## config.mk

```make
export PLATFORM = sky130hd
export DESIGN_NAME = cfvg_front
export DESIGN_NICKNAME = d
export VERILOG_FILES = /design/src/rtl/cfvg_pkg.sv /design/src/rtl/cfvg_front.sv
export SDC_FILE = /design/constraint.sdc
export NUM_CORES = 2
export LEC_CHECK = 0
export BUFFER_PORTS_ARGS = -buffer_cell sky130_fd_sc_hd__buf_2
export CORE_ASPECT_RATIO = 0.7
export CORE_MARGIN = 2
export CORE_UTILIZATION = 55
export DETAILED_ROUTE_END_ITERATION = 12
export GPL_TIMING_DRIVEN = 0
export MAX_ROUTING_LAYER = met4
export PLACE_DENSITY = 0.72
export SETUP_SLACK_MARGIN = 0.15
export SLEW_MARGIN = 20
export SYNTH_ARGS = -nofsm -noshare
export SYNTH_HDL_FRONTEND = slang
export SYNTH_SLANG_ARGS = --single-unit
```

## constraint.sdc

```tcl
create_clock -name clock -period 14.4 [get_ports clock]
set_input_delay 1.44 -clock clock [delete_from_list [all_inputs] [get_ports clock]]
set_output_delay 1.44 -clock clock [all_outputs]
set_load 0.01 [all_outputs]
```

## src/rtl/cfvg_pkg.sv

```systemverilog
// cfvg_pkg: shared types, constants and the cordic arctangent table
// for the circle fan vertex generator; no dependencies
package cfvg_pkg;
   localparam int CORDIC_STEPS = 32;
   localparam logic signed [33:0] CORDIC_START = 34'sd652032874;
   localparam logic [31:0] RADIUS_MAX = 32'h7FFF_FFFF;
   localparam logic [5:0] SEG_RESET = 6'd32;
   localparam logic [5:0] MAX_SEGMENTS = 6'd62;

   typedef struct packed {
      logic [31:0] radius;
      logic [5:0]  seg_count;
   } job_type;

   typedef enum logic [2:0] {
      BE_IDLE, BE_ANGLE, BE_CORDIC, BE_MUL, BE_OUT, BE_CENTRE
   } be_state_type;

   typedef enum logic [1:0] {
      FE_IDLE, FE_SQ, FE_ROOT, FE_PUSH
   } fe_state_type;

   function automatic logic [31:0] atan_turn(input logic [4:0] k);
      logic [31:0] r;
      begin
         case (k)
            5'd0: r = 32'd536870912;  5'd1: r = 32'd316933406;
            5'd2: r = 32'd167458907;  5'd3: r = 32'd85004756;
            5'd4: r = 32'd42667331;   5'd5: r = 32'd21354465;
            5'd6: r = 32'd10679838;   5'd7: r = 32'd5340245;
            5'd8: r = 32'd2670163;    5'd9: r = 32'd1335087;
            5'd10: r = 32'd667544;    5'd11: r = 32'd333772;
            5'd12: r = 32'd166886;    5'd13: r = 32'd83443;
            5'd14: r = 32'd41722;     5'd15: r = 32'd20861;
            5'd16: r = 32'd10430;     5'd17: r = 32'd5215;
            5'd18: r = 32'd2608;      5'd19: r = 32'd1304;
            5'd20: r = 32'd652;       5'd21: r = 32'd326;
            5'd22: r = 32'd163;       5'd23: r = 32'd81;
            5'd24: r = 32'd41;        5'd25: r = 32'd20;
            5'd26: r = 32'd10;        5'd27: r = 32'd5;
            5'd28: r = 32'd3;         5'd29: r = 32'd1;
            5'd30: r = 32'd1;         default: r = 32'd0;
         endcase
         return r;
      end
   endfunction
endpackage

```

## src/rtl/cfvg_front.sv

```systemverilog
// cfvg_front: accepts a request, squares the differences over cycles and
// takes the integer square root two bits a cycle; uses cfvg_pkg
module cfvg_front (
   input  logic                 clock,
   input  logic                 reset,
   input  logic                 req_valid,
   output logic                 req_ready,
   input  logic [31:0]          cx, cy, cz, ex, ey, ez,
   input  logic [5:0]           seg_count,
   output logic                 push,
   input  logic                 full,
   output cfvg_pkg::job_type    job
);
   cfvg_pkg::fe_state_type state_ff, state_in;
   logic [31:0] m_ff [3], m_in [3];
   logic        big_ff, big_in;
   logic [1:0]  sq_ff, sq_in;
   logic [65:0] sum_ff, sum_in;
   logic [64:0] res_ff, res_in;
   logic [4:0]  step_ff, step_in;
   logic [5:0]  seg_ff, seg_in;
   logic [32:0] d [3];
   logic [32:0] am [3];
   logic [63:0] sq;
   logic [64:0] trial;
   logic [65:0] bitv;

   always_ff @(posedge clock) begin
      if (reset) state_ff <= cfvg_pkg::FE_IDLE;
      else state_ff <= state_in;
      m_ff <= m_in; big_ff <= big_in; sq_ff <= sq_in; sum_ff <= sum_in;
      res_ff <= res_in; step_ff <= step_in; seg_ff <= seg_in;
   end

   always_comb begin
      d[0] = {ex[31], ex} - {cx[31], cx};
      d[1] = {ey[31], ey} - {cy[31], cy};
      d[2] = {ez[31], ez} - {cz[31], cz};
      for (int j = 0; j < 3; j++) am[j] = d[j][32] ? -d[j] : d[j];
      sq = m_ff[sq_ff] * m_ff[sq_ff];
      bitv = 66'd1 << {step_ff, 1'b0};
      trial = res_ff + bitv[64:0];
   end

   always_comb begin
      state_in = state_ff; m_in = m_ff; big_in = big_ff; sq_in = sq_ff;
      sum_in = sum_ff; res_in = res_ff; step_in = step_ff; seg_in = seg_ff;
      req_ready = 1'b0; push = 1'b0;
      job.seg_count = seg_ff;
      job.radius = (big_ff || res_ff > 65'(cfvg_pkg::RADIUS_MAX)) ?
                   cfvg_pkg::RADIUS_MAX : res_ff[31:0];
      unique case (state_ff)
         cfvg_pkg::FE_IDLE: begin
            req_ready = 1'b1;
            if (req_valid) begin
               big_in = 1'b0;
               for (int j = 0; j < 3; j++) begin
                  m_in[j] = am[j][31:0];
                  if (am[j] > 33'(cfvg_pkg::RADIUS_MAX)) big_in = 1'b1;
               end
               seg_in = (seg_count == 6'd0) ? 6'd1 :
                        (seg_count > cfvg_pkg::MAX_SEGMENTS) ? cfvg_pkg::MAX_SEGMENTS :
                        seg_count;
               sum_in = '0; sq_in = '0;
               state_in = cfvg_pkg::FE_SQ;
            end
         end
         cfvg_pkg::FE_SQ: begin
            sum_in = sum_ff + {2'b00, sq};
            if (sq_ff == 2'd2) begin
               res_in = '0;
               step_in = 5'd31;
               state_in = cfvg_pkg::FE_ROOT;
            end
            sq_in = sq_ff + 2'd1;
         end
         cfvg_pkg::FE_ROOT: begin
            // bit = 4^step, from 2^62 down to 1
            if ({1'b0, sum_ff} >= {2'b00, trial}) begin
               sum_in = sum_ff - {1'b0, trial};
               res_in = (res_ff >> 1) + bitv[64:0];
            end else begin
               res_in = res_ff >> 1;
            end
            step_in = step_ff - 5'd1;
            if (step_ff == 5'd0) state_in = cfvg_pkg::FE_PUSH;
         end
         cfvg_pkg::FE_PUSH: begin
            if (!full) begin
               push = 1'b1;
               state_in = cfvg_pkg::FE_IDLE;
            end
         end
         default: state_in = cfvg_pkg::FE_IDLE;
      endcase
   end
endmodule

```

==> flow_summary.yaml <==
route:
  post_drt_wl_per_cell_microns: 23.57
  avgViaCountPerCell: 5.931
  vias: 49050
  dr.pass1.iters: 6
  detail-route-antenna-nets: 0
  routed_wl_microns: 194900
  route.detailed.drc: 0
  drt_iter0_markers: 5843
setup_path:
  crit_path_max_fanout: 10
  cpMostUsedCell: "fa_1"
  cp.required_ps: 14780
  critPathMaxStageDelay_ps: 960
  worstPathArrival_ps: 14050
  worstSetupPathDepth: 34
  crit_type: "reg -> reg"
  reg2reg_depth: 34
  reg2reg_to: "sum_ff[64]$_DFFE_PP_"
  crit_path_start_kind: "register"
  cp_top_family: "compound AO/OA/AOI/OAI gates"
  cp_slowest_cell: "clkinv_1"
  r2r-start: "sq_ff[0]$_SDFFCE_PN0P_"
  worst-path-buf-inv: 10
  endpoint_kind: "register"
  ff2ff_setup_slack_ps: 730
die:
  dieWidth_microns: 388.2
  die_height_microns: 272.9
  coreArea_sq_um: 102300
  die-area_sq_um: 105900
  start_util_pct: 55.57
  io_pins: 242
  row_count: 98
min_path:
  hp-class: "reg -> reg"
  min_from: "state_ff[1]$_SDFFE_PP0P_"
  min_to: "state_ff[1]$_SDFFE_PP0P_"
  min_path_cells: 2
sta:
  period_share_pct: 94.94
  fin_ws_ps: 728.1
  finalSetupViolations: 0
  relSlewSlack_pct: 8.645
  fin_setup_tns_ps: 0
  fmax_ghz: 0.07314
  slew_viol_final: 0
  hold_viol_final: 0
  worst_pin_slew_ps: 1370
  min_period_ps: 13670
  skew_ps: 50.10
  rsz0062_at_grt: "false"
global_route:
  grt_use_total_pct: 38.13
  grt_max_degree: 31
  gr-total-overflow: 0
  antenna_found_initial: 5
  grt_pass1_wl_microns: 295900
  grt_pass1_vias: 48770
status:
  status: "complete, no violations"
clocking:
  clockBufferDepth: 3
  clkTransAtPathRegs_ps: 70
  h-tree-depth: 1
  clkSinkCount: 243
  root_buffer: "clkbuf_16"
  cts_setup_buffers: 0
  clk_latency_ps: 680
  cts_resized: 0
  cts_made_buffers: 31
  cts_tree: "done"
  postCtsHoldBufs: 0
synthesis:
  yosys.area_share.simple_pct: 13.66
  synth_top_family_by_area: "adder cells"
  synth_xor_area_share_pct: 6.088
  synth_edf_count: 241
  synthMuxAreaShare_pct: 0.6892
  synth_compound_area_share_pct: 14.09
  ys.warnings.count: 0
  yosysSeqAreaShare_pct: 12.81
  postSynthAreaPerCell_sq_um: 8.606
  synth_seq_cells: 243
  synth.cell_area_sq_um: 56820
  synthAdderAreaFrac_pct: 41.83
  syn_nets: 8179
  synth_cell_types: 103
  synthCells: 6603
  synthFlopType: "edfxtp_1"
  async_flop_share_pct: 0
cells_and_area:
  final_cells: 8270
  syn_to_final_growth_pct: 7.583
  drive_above_1_share_pct: 5.870
  final_common_cell: "inv_1"
  layout.nets: 8468
  final_util_pct: 59.78
  final_cell_mix: "inv_1 (1,379), fa_1 (876), nor2_1 (573), nand2_1 (566), ha_1 (498)"
run:
  maxCapViolCount: 0
placement:
  place_hpwl_microns: 165000
  dpl.cell_count: 8208
  globalplace.congestion: 1.056
  portBuffers: 240
  post-place-ws_ps: 1256
## state kept, by name (all words and copies together), names as in the netlist
name / flops
seg_ff: 6
sum_ff: 66
big_ff: 1
step_ff: 5
res_ff: 65
m_ff: 96
sq_ff: 2
state_ff: 2
## metrics by stage
stage / hold WS, ps / instance area [sq um]
floorplan: 531.7 / 56820
global placement: 570.6 / 59710
detailed placement: 581.6 / 60060
CTS: 593.0 / 61100
global route: 639.4 / 61130
finish: 590.3 / 61130
## worst max-delay path by stage
| stage | to | start |
|---|---|---|
| 2_1_floorplan | sum_ff[0]$_DFFE_PP_ | step_ff[3]$_SDFFCE_PN1P_ |
| 4_1_cts | sum_ff[64]$_DFFE_PP_ | sq_ff[0]$_SDFFCE_PN0P_ |
| 5_1_grt | sum_ff[64]$_DFFE_PP_ | sq_ff[0]$_SDFFCE_PN0P_ |
| 6_report | sum_ff[64]$_DFFE_PP_ | sq_ff[0]$_SDFFCE_PN0P_ |
| 3_3_place_gp | sum_ff[13]$_DFFE_PP_ | step_ff[3]$_SDFFCE_PN1P_ |
| 3_5_place_dp | sum_ff[64]$_DFFE_PP_ | sq_ff[0]$_SDFFCE_PN0P_ |
## cell families after synthesis
group | after synthesis
multiplexers | 39
buffers and inverters | 1634
AO/OA/AOI/OAI | 1211
AND/OR/NAND/NOR | 1706
other | 1
flip-flops | 243
adder cells (fa/ha/maj) | 1374
XOR/XNOR | 395
## synthesized netlist by cell type, types with 8 or more instances
cell type / instances / share of area [%]
clkinv_1: 8 / 0.053
nor4_1: 25 / 0.28
o21bai_1: 43 / 0.57
fa_1: 876 / 31
a21boi_0: 9 / 0.12
clkbuf_1: 227 / 1.5
o31ai_1: 29 / 0.38
nand2_1: 566 / 3.7
and2_1: 33 / 0.36
a211oi_1: 48 / 0.63
nand3_1: 89 / 0.78
nor2_1: 574 / 3.8
nor2b_1: 71 / 0.78
mux2i_1: 38 / 0.67
or4_1: 11 / 0.15
and4_1: 9 / 0.14
a311oi_1: 10 / 0.15
a31o_2: 18 / 0.28
o22ai_1: 28 / 0.31
a21oi_1: 296 / 2.6
o21ai_0: 221 / 1.9
a211o_1: 9 / 0.14
and3_1: 40 / 0.44
a41oi_1: 9 / 0.14
nand2b_1: 77 / 0.85
a31oi_1: 96 / 1.1
ha_1: 498 / 11
buf_1: 10 / 0.066
o31a_1: 14 / 0.22
or3_1: 32 / 0.35
xor2_1: 172 / 2.7
a221oi_1: 11 / 0.17
o2111ai_1: 8 / 0.12
a2111oi_0: 9 / 0.14
xnor2_1: 223 / 3.4
or2_2: 17 / 0.19
a21o_1: 172 / 2.3
o21a_1: 33 / 0.44
inv_1: 1379 / 9.1
a22oi_1: 32 / 0.42
o211ai_1: 22 / 0.29
edfxtp_1: 241 / 13
nand4_1: 55 / 0.61
nor3_1: 68 / 0.60
## worst reg2reg max path: cells and delay by family (launching register included)
family          cells  cell delay (ps)
simple gates        2              430
flops               1              460
mux                 1              440
fa+ha+maj           9             4120
buf+inv            10             3400
xor+xnor            1              180
compound gates     11             4370
## layout make-up
type                    instances  area, sq um
repair buffers                256         1466
clock buffers                  35        790.8
diodes                          4        10.01
well taps                    1350         1689
fillers                      9296        41130
multi-input cells            4726        43480
inverters                    1388         5210
flip-flops and latches        243         7277
plain buffers                 246        955.9
clock inverters                22        251.5
## layer usage
layer | global-route usage (%) | up-vias | share of wire, %
met3 | 12.64 | 359 | 14
met2 | 49.63 | 2729 | 38
met5 | - | - | 0
li1 | - | 21960 | -
met4 | 9.891 | 0 | 3.0
met1 | 56.06 | 24010 | 45
Power is not shown: default switching activity piles up to over one toggle a cycle in this logic, so the estimate is an artifact.
