## src/rtl/cfvg_pkg.sv

```systemverilog
// cfvg_pkg: shared types, constants and the cordic arctangent table
// for the circle fan vertex generator; no dependencies
package cfvg_pkg;
   localparam int CORDIC_STEPS = 32;
   localparam logic signed [33:0] CORDIC_START = 34'sd652032874;
   localparam logic [31:0] RADIUS_MAX = 32'h7FFF_FFFF;
   localparam logic [5:0] SEG_RESET = 6'd32;
   localparam logic [5:0] MAX_SEGMENTS = 6'd62;

   typedef struct packed {
      logic [31:0] radius;
      logic [5:0]  seg_count;
   } job_type;

   typedef enum logic [2:0] {
      BE_IDLE, BE_ANGLE, BE_CORDIC, BE_MUL, BE_OUT, BE_CENTRE
   } be_state_type;

   typedef enum logic [1:0] {
      FE_IDLE, FE_SQ, FE_ROOT, FE_PUSH
   } fe_state_type;

   function automatic logic [31:0] atan_turn(input logic [4:0] k);
      logic [31:0] r;
      begin
         case (k)
            5'd0: r = 32'd536870912;  5'd1: r = 32'd316933406;
            5'd2: r = 32'd167458907;  5'd3: r = 32'd85004756;
            5'd4: r = 32'd42667331;   5'd5: r = 32'd21354465;
            5'd6: r = 32'd10679838;   5'd7: r = 32'd5340245;
            5'd8: r = 32'd2670163;    5'd9: r = 32'd1335087;
            5'd10: r = 32'd667544;    5'd11: r = 32'd333772;
            5'd12: r = 32'd166886;    5'd13: r = 32'd83443;
            5'd14: r = 32'd41722;     5'd15: r = 32'd20861;
            5'd16: r = 32'd10430;     5'd17: r = 32'd5215;
            5'd18: r = 32'd2608;      5'd19: r = 32'd1304;
            5'd20: r = 32'd652;       5'd21: r = 32'd326;
            5'd22: r = 32'd163;       5'd23: r = 32'd81;
            5'd24: r = 32'd41;        5'd25: r = 32'd20;
            5'd26: r = 32'd10;        5'd27: r = 32'd5;
            5'd28: r = 32'd3;         5'd29: r = 32'd1;
            5'd30: r = 32'd1;         default: r = 32'd0;
         endcase
         return r;
      end
   endfunction
endpackage

```

## src/rtl/cfvg_queue.sv

```systemverilog
// cfvg_queue: two-entry job queue between the front and back parts
// uses cfvg_pkg
module cfvg_queue (
   input  logic              clock,
   input  logic              reset,
   input  logic              push,
   input  cfvg_pkg::job_type push_job,
   output logic              full,
   input  logic              pop,
   output logic              empty,
   output cfvg_pkg::job_type pop_job
);
   cfvg_pkg::job_type mem_ff [2];
   logic        wp_ff, rp_ff;
   logic [1:0]  cnt_ff;

   always_ff @(posedge clock) begin
      if (reset) begin
         wp_ff <= 1'b0; rp_ff <= 1'b0; cnt_ff <= 2'd0;
      end else begin
         if (push) wp_ff <= ~wp_ff;
         if (pop) rp_ff <= ~rp_ff;
         cnt_ff <= cnt_ff + {1'b0, push} - {1'b0, pop};
      end
      if (push) mem_ff[wp_ff] <= push_job;
   end

   assign full = cnt_ff == 2'd2;
   assign empty = cnt_ff == 2'd0;
   assign pop_job = mem_ff[rp_ff];
endmodule

```

## config.mk

```make
export PLATFORM = sky130hd
export DESIGN_NAME = cfvg_queue
export DESIGN_NICKNAME = d
export VERILOG_FILES = /design/src/rtl/cfvg_pkg.sv /design/src/rtl/cfvg_queue.sv
export SDC_FILE = /design/constraint.sdc
export NUM_CORES = 1
export LEC_CHECK = 0
export BUFFER_PORTS_ARGS = -buffer_cell sky130_fd_sc_hd__buf_2
export CORE_AREA = 2 2 90 83
export CTS_BUF_LIST = sky130_fd_sc_hd__clkbuf_16
export DETAILED_ROUTE_END_ITERATION = 10
export DIE_AREA = 0 0 92 85
export GPL_TIMING_DRIVEN = 0
export PLACE_DENSITY_LB_ADDON = 0.1
export SLEW_MARGIN = 25
export SYNTH_ARGS = -nofsm -noshare
export SYNTH_HDL_FRONTEND = slang
export SYNTH_SLANG_ARGS = --single-unit
export TNS_END_PERCENT = 100
```

## constraint.sdc

```tcl
create_clock -name clock -period 3.65 [get_ports clock]
set_input_delay 0.73 -clock clock [delete_from_list [all_inputs] [get_ports clock]]
set_output_delay 0.73 -clock clock [all_outputs]
set_load 0.02 [all_outputs]
```

==> run summary, run 1 <==
RSZ-0062 raised after global routing - false
clock-pin slew on the worst setup and hold paths - 0.05 ns
Relative slew margins - 50.47%
sw frac - 22.56%
clock latency on the worst-skew pair - 0.32 ns
CTS buffer count - 9
post-synthesis net count - 183
WHS - 0.5340 ns
num rows - 29
reg2reg start - wp_ff
Clock Skew - 0.006664 ns
setup violators final - 0
area share of fa/ha/maj cells after synthesis - 0.8230%
Placer Congestion - 0.6578
final net count - 277
Critical Path Start Type - flip-flop
post-route ant nets - 0
Area Growth Syn to Fin - 28.52%
max-cap violations - 0
via count - 1533
DRC viols - 0
Synth top cells by count - edfxtp_1, mux2_4, mux2_2
Setup TNS - 0 ns
top cells by area, synth - edfxtp_1, mux2_4, mux2_2, dfxtp_1, buf_6
asr flop ratio synth - 0%
Mean Syn Cell Area - 21.87 sq um
number of hold buffers added after CTS - 0
WP data required - 2.92 ns
Top Ports - 82
Synth top area share - 75.06%
Final HPWL DP - 3558 um
Switch Pwr - 509.7 uW
Clk pwr share - 37.5%
f_max - 451.3 MHz
R2R depth - 2
DRC violation total after the first TritonRoute iteration - 61
Hold Startpoint - rp_ff
flop and latch count out of synthesis - 81
CTS tree - yes
ANT cells - 0
critical path arrival - 1.49 ns
static leakage - 1.538 nW
Power Total - 2.259 mW
Comb power frac - 13.7%
reg2reg end - mem_ff[0][29]
Tcrit/Tclk final - 60.70%
Synth Cell Area - 3040 sq um
Final Hold Vio Count - 0
cell taking the most area after synthesis - edfxtp_1
hold path cells - 2
Post-CTS Setup Bufs - 0
count leader, synth - edfxtp_1
mux cell area share after synthesis - 16.54%
Synth Flop Type - edfxtp_1
largest family of logic cells by synthesized area - multiplexers
library cells used by synthesis - 13
Synth Area in Compound Gates - 0%
Gates resized, CTS repair - 0
WL/cell - 15.08 um
path type of the worst min-delay path - reg2reg
number of synthesized flops with an enable pin - 76
routed wire length - 4991 um
Least-Margin Pin Slew - 0.7414 ns
P_int - 1.749 mW
Power Density - 578.1 nW/um^2
die height - 85 um
die width - 92 um
DR vias/cell - 4.631
synthesis warning total - 0
Mapped Cells - 139
Crit. End Element - output port
clock tree buffer depth - 2
FF-to-FF setup slack - 2.16 ns
minimum clock period - 2.216 ns
initial antenna violation count - 0
GRT Util Overall - 13.52%
die footprint - 7820 sq um
post-layout util - 56.68%
synthesized-area fraction occupied by xor and xnor cells - 1.317%
I/O Buffers - 81
total grt overflow - 0
CTS Sinks - 81
WS Path Type - reg2out
First-pass DRT Iterations - 2
share of power burned in registers - 48.8%
H-Tree Depth - 3
outcome - finished clean
Final Instance Area - 3908 sq um
starting density of the core - 44.10%
first-pass GRT wire length - 7748 um
sequential area share after synthesis - 78.35%
share of cells above drive strength 1 - 58.82%
Root Buffer - clkbuf_16
core area - 6894 sq um
maximum number of pins on one net before global-route repair - 28
max-slew violations - 0
peak supply drop - 0.2970 mV
Synth Area in Simple Gates - 1.440%
placed inst area - 3618 sq um
worst-path fanout max - 10
vias in the first global route - 1613
## worst max-delay path: stages (launching register included)
cell and delay [ns]:
dfxtp_1 0.34, buf_6 0.16, buf_6 0.19, mux2_4 0.32, buf_2 0.16
## final cells by class
cell class | count | area [sq um]
clock inverters | 7 | 63.81
well taps | 93 | 116.4
clock buffers | 9 | 225.2
repair buffers | 83 | 452.9
fillers | 573 | 2987
multi-input cells | 52 | 620.6
flip-flops and latches | 81 | 2382
inverters | 2 | 7.507
plain buffers | 4 | 38.79
## worst max path at each step
| stage | endpoint | slack (ns) | cells after the start |
|---|---|---|---|
| floorplan | mem_ff[0][0] | 0.78 | 1 |
| global placement | mem_ff[0][20] | -0.13 | 2 |
| detailed placement | mem_ff[0][24] | 1.59 | 3 |
| CTS | pop_job[30] | 1.40 | 4 |
| global route | pop_job[36] | 1.35 | 4 |
| finish | pop_job[30] | 1.43 | 4 |
## per-layer routing
layer / vias to the layer above / GRT usage (%) / wire length (um)
met4: 0 / 6.513 / 87
met2: 50 / 24.67 / 2678
met5: - / 0 / 0
met1: 746 / 14.21 / 1895
li1: 728 / - / -
met3: 9 / 4.174 / 329
## sequential cells by signal (all words and copies together) (netlist names), named ones only
| name | count |
|---|---|
| mem_ff | 76 |
| rp_ff | 1 |
| cnt_ff | 2 |
| wp_ff | 1 |
## power by group through the flow
stage,clock network (mW),logic [mW],registers (mW)
after CTS,0.865,0.317,1.10
final,0.846,0.310,1.10
after detailed placement,0,0.316,1.12
after global routing,0.911,0.333,1.11
after global placement,0,0.295,1.12
after floorplan,0,0.207,1.12
## cell usage in the layout (no fill, tap or decap), drive strengths merged
cell type and count:
mux2 38, clkinv 1, nor2 5, dfxtp 5
edfxtp 76, bufinv 1, ha 2, inv 4
clkinvlp 3, and2 1, xnor2 2, xnor3 1
clkbuf 9, nor2b 3, buf 87
## cells by family (layout without fill, tap and decap cells)
logic type | after synthesis | in the layout
adder cells (fa/ha/maj) | 2 | 2
AND/OR/NAND/NOR | 9 | 9
XOR/XNOR | 3 | 3
multiplexers | 38 | 38
flip-flops | 81 | 81
buffers and inverters | 6 | 105
## per-stage QoR
stage	setup WS, ns	std cells
after floorplan	0.7783	139
after global placement	-0.1333	313
after detailed placement	1.594	315
after CTS	1.397	331
after global routing	1.352	331
final	1.434	331
Note: power is estimated with default switching activity, not from simulation.
==> inputs of run 2 (changes only) <==
--- a/config.mk
+++ b/config.mk
@@ -5,11 +5,12 @@
 export SDC_FILE = /design/constraint.sdc
 export NUM_CORES = 1
 export LEC_CHECK = 0
+export ABC_AREA = 1
 export BUFFER_PORTS_ARGS = -buffer_cell sky130_fd_sc_hd__buf_2
-export CORE_AREA = 2 2 90 83
+export CORE_AREA = 2 2 90 84
 export CTS_BUF_LIST = sky130_fd_sc_hd__clkbuf_16
 export DETAILED_ROUTE_END_ITERATION = 10
-export DIE_AREA = 0 0 92 85
+export DIE_AREA = 0 0 92 86
 export GPL_TIMING_DRIVEN = 0
 export PLACE_DENSITY_LB_ADDON = 0.1
 export SLEW_MARGIN = 25
==> constraint.sdc (replaced) <==
create_clock -name clock -period 2.3 [get_ports clock]
set_input_delay 0.46 -clock clock [delete_from_list [all_inputs] [get_ports clock]]
set_output_delay 0.46 -clock clock [all_outputs]
set_load 0.02 [all_outputs]
==> run 2 against run 1 <==
Worst setup slack worse by 1.1 ns. Critical path depth did not move. Global-route usage decreased by 0.83 points. Critical path type unchanged. Critical endpoint is now pop_job[28]. Largest power group unchanged. Highest routed layer unchanged.
==> run summary, run 2 <==
FF-to-FF setup slack - 0.89 ns (-1.27 ns)
die width - 92 um (unchanged)
DP Worst Slack - 0.5659 ns (-1.028 ns)
Clock Skew - 0.004618 ns (-0.002046 ns)
highest-count cells in the layout ignoring fill and taps - buf_2, edfxtp_1, mux2_4
Power Total - 3.521 mW (+56%)
Gates resized, CTS repair - 0 (unchanged)
share of cells above drive strength 1 - 56.85% (-2.0 points)
Comb power frac - 12.8% (-0.9 points)
Layout Cells excl Fill - 341 (+3.0%)
starting density of the core - 44.21% (+0.11 points)
count leader, synth - edfxtp_1
minimum clock period - 1.960 ns
hold path cells - 1 (-1)
WHS Endpoint - mem_ff[1][10]
Relative slew margins - 57.56% (+7.1 points)
Synth Cell Area - 3048 sq um (+0.25%)
Clk pwr share - 38.2% (+0.7 points)
reg2reg end - mem_ff[0][27]
top routing layer in use - met4
cell taking the most area after synthesis - edfxtp_1
vias in the first global route - 1610 (-0.19%)
via count - 1556 (+1.5%)
post-route ant nets - 0 (unchanged)
setup violators final - 0 (unchanged)
routed wire length - 4750 um (-4.8%)
Critical Path Start Type - flip-flop
Placer Congestion - 0.6614 (+0.55%)
Root Buffer - clkbuf_16
Final HPWL DP - 3192 um (-10%)
first-pass GRT wire length - 7472 um (-3.6%)
WL/cell - 13.93 um (-7.6%)
CTS tree - yes
reg2reg start - wp_ff
CTS buffer count - 9 (unchanged)
number of synthesized flops with an enable pin - 76 (unchanged)
f_max - 510.3 MHz
num rows - 29 (unchanged)
Top Ports - 82 (unchanged)
Fillers - 586 (+2.3%)
asr flop ratio synth - 0% (unchanged)
Biggest register - mem_ff
Final Instance Area - 3921 sq um (+0.35%)
First-pass DRT Iterations - 4 (+2)
static leakage - 1.571 nW (+2.2%)
Mean Syn Cell Area - 20.46 sq um (-6.5%)
Synth top area share - 74.88% (-0.18 points)
number of hold buffers added after CTS - 0 (unchanged)
CTS Sinks - 81 (unchanged)
max-cap violations - 0 (unchanged)
WP data required - 1.84 ns (-1.08 ns)
I/O Buffers - 81 (unchanged)
clock latency on the worst-skew pair - 0.33 ns (about the same)
Setup TNS - 0 ns (unchanged)
largest registers - mem_ff: 76 flops, cnt_ff: 2 flops
DR WL met3 - 249 um (-24%)
R2R depth - 2 (unchanged)
final net count - 287 (+3.6%)
outcome - finished clean
Tcrit/Tclk final - 85.20%
path type of the worst min-delay path - in2reg
worst-path fanout max - 10 (unchanged)
register area - 2382 sq um (unchanged)
maximum number of pins on one net before global-route repair - 23 (-18%)
total grt overflow - 0 (unchanged)
Switch Pwr - 784.5 uW (+54%)
sequential area share after synthesis - 78.16% (-0.19 points)
Hold Startpoint - push_job[10]
clock tree buffer depth - 2 (unchanged)
Inst Count DP - 325 (+3.2%)
flop and latch count out of synthesis - 81 (unchanged)
Crit. End Element - output port
Synth top cells by count - edfxtp_1, mux2_4, mux2_2
H-Tree Depth - 3 (unchanged)
WHS - 0.3192 ns (-0.2148 ns)
GRT Util Overall - 12.69% (-0.83 points)
initial antenna violation count - 0 (unchanged)
die height - 86 um (+1.2%)
synthesis warning total - 0 (unchanged)
top cells by area, synth - edfxtp_1, mux2_4, mux2_2, dfxtp_1, buf_6
ANT cells - 0 (unchanged)
DRC viols - 0 (unchanged)
share of power burned in registers - 49.0% (+0.2 points)
Final Hold Vio Count - 0 (unchanged)
Least-Margin Pin Slew - 0.6351 ns (-0.1063 ns)
core area - 6894 sq um (unchanged)
final worst slack - 0.3405 ns (-1.094 ns)
most common cell after layout, fill and taps aside - buf_2
max reg flops - 76 (unchanged)
peak supply drop - 0.4726 mV (+59%)
post-synthesis net count - 193 (+5.5%)
Area Growth Syn to Fin - 28.65%
met2 wire length - 2346 um (-12%)
Power Density - 898.0 nW/um^2 (+55%)
max-slew violations - 0 (unchanged)
WS Path Type - reg2out
Synth Flop Type - edfxtp_1
library cells used by synthesis - 14 (+1)
P_int - 2.737 mW (+56%)
clock-pin slew on the worst setup and hold paths - 0.06 ns (about the same)
RSZ-0062 raised after global routing - false
DR vias/cell - 4.563 (-1.5%)
DRC violation total after the first TritonRoute iteration - 57 (-6.6%)
met1 WL - 2045 um (+7.9%)
Post-CTS Setup Bufs - 0 (unchanged)
Mapped Cells - 149 (+7.2%)
sw frac - 22.28% (-0.29 points)
Multi-input gate area - 604.3 sq um (-2.6%)
post-layout util - 56.88% (+0.20 points)
die footprint - 7912 sq um (+1.2%)
placed inst area - 3632 sq um (+0.38%)
critical path arrival - 1.50 ns (about the same)
## run 2: worst max-delay path by stage
stage	from	endpoint	slack, ns	cells past startpoint
after floorplan	push	mem_ff[0][0]	0.42	2
after CTS	flip-flop	pop_job[28]	0.32	4
after global routing	flip-flop	pop_job[28]	0.29	4
after global placement	push	mem_ff[0][35]	-0.31	3
after detailed placement	push	mem_ff[0][35]	0.57	4
final	flip-flop	pop_job[28]	0.34	4
## run 2: critical path: stages, from the launching register on
cell and delay, ns:
dfxtp_1 0.34, buf_6 0.16, buf_6 0.19, mux2_4 0.32, buf_2 0.16
## run 2: power by group through the flow
stage                     sequential [mW]  combinational [mW]  clock, mW
final                                1.73               0.450       1.34
after global routing                 1.73               0.488       1.44
after CTS                            1.73               0.460       1.37
after detailed placement             1.76               0.459          0
after global placement               1.76               0.439          0
after floorplan                      1.75               0.299          0
## run 2: cell families (layout without fill, tap and decap cells)
| group | after synthesis | after routing | synth area share, % |
|---|---|---|---|
| flip-flops | 81 | 81 | 78.16 |
| multiplexers | 38 | 38 | 16.50 |
| AND/OR/NAND/NOR | 14 | 14 | 1.806 |
| buffers and inverters | 12 | 111 | 2.258 |
| adder cells (fa/ha/maj) | 2 | 2 | 0.8209 |
| AO/OA/AOI/OAI | 1 | 1 | 0.1640 |
| XOR/XNOR | 1 | 1 | 0.2874 |
## run 2: area by class of cell
class | count | area share [%]
Timing Repair Buffer | 83 | 11.74
Sequential cell | 81 | 60.75
Buffer | 4 | 0.9892
Clock inverter | 7 | 1.627
Multi-Input combinational cell | 56 | 15.41
Clock buffer | 9 | 5.743
Inverter | 8 | 0.7658
Tap cell | 93 | 2.967
## run 2: per-layer routing
layer	global-route usage (%)	vias to the layer above
met5	0	-
met4	6.920	0
met3	3.603	11
met2	20.92	51
met1	15.21	738
li1	-	756
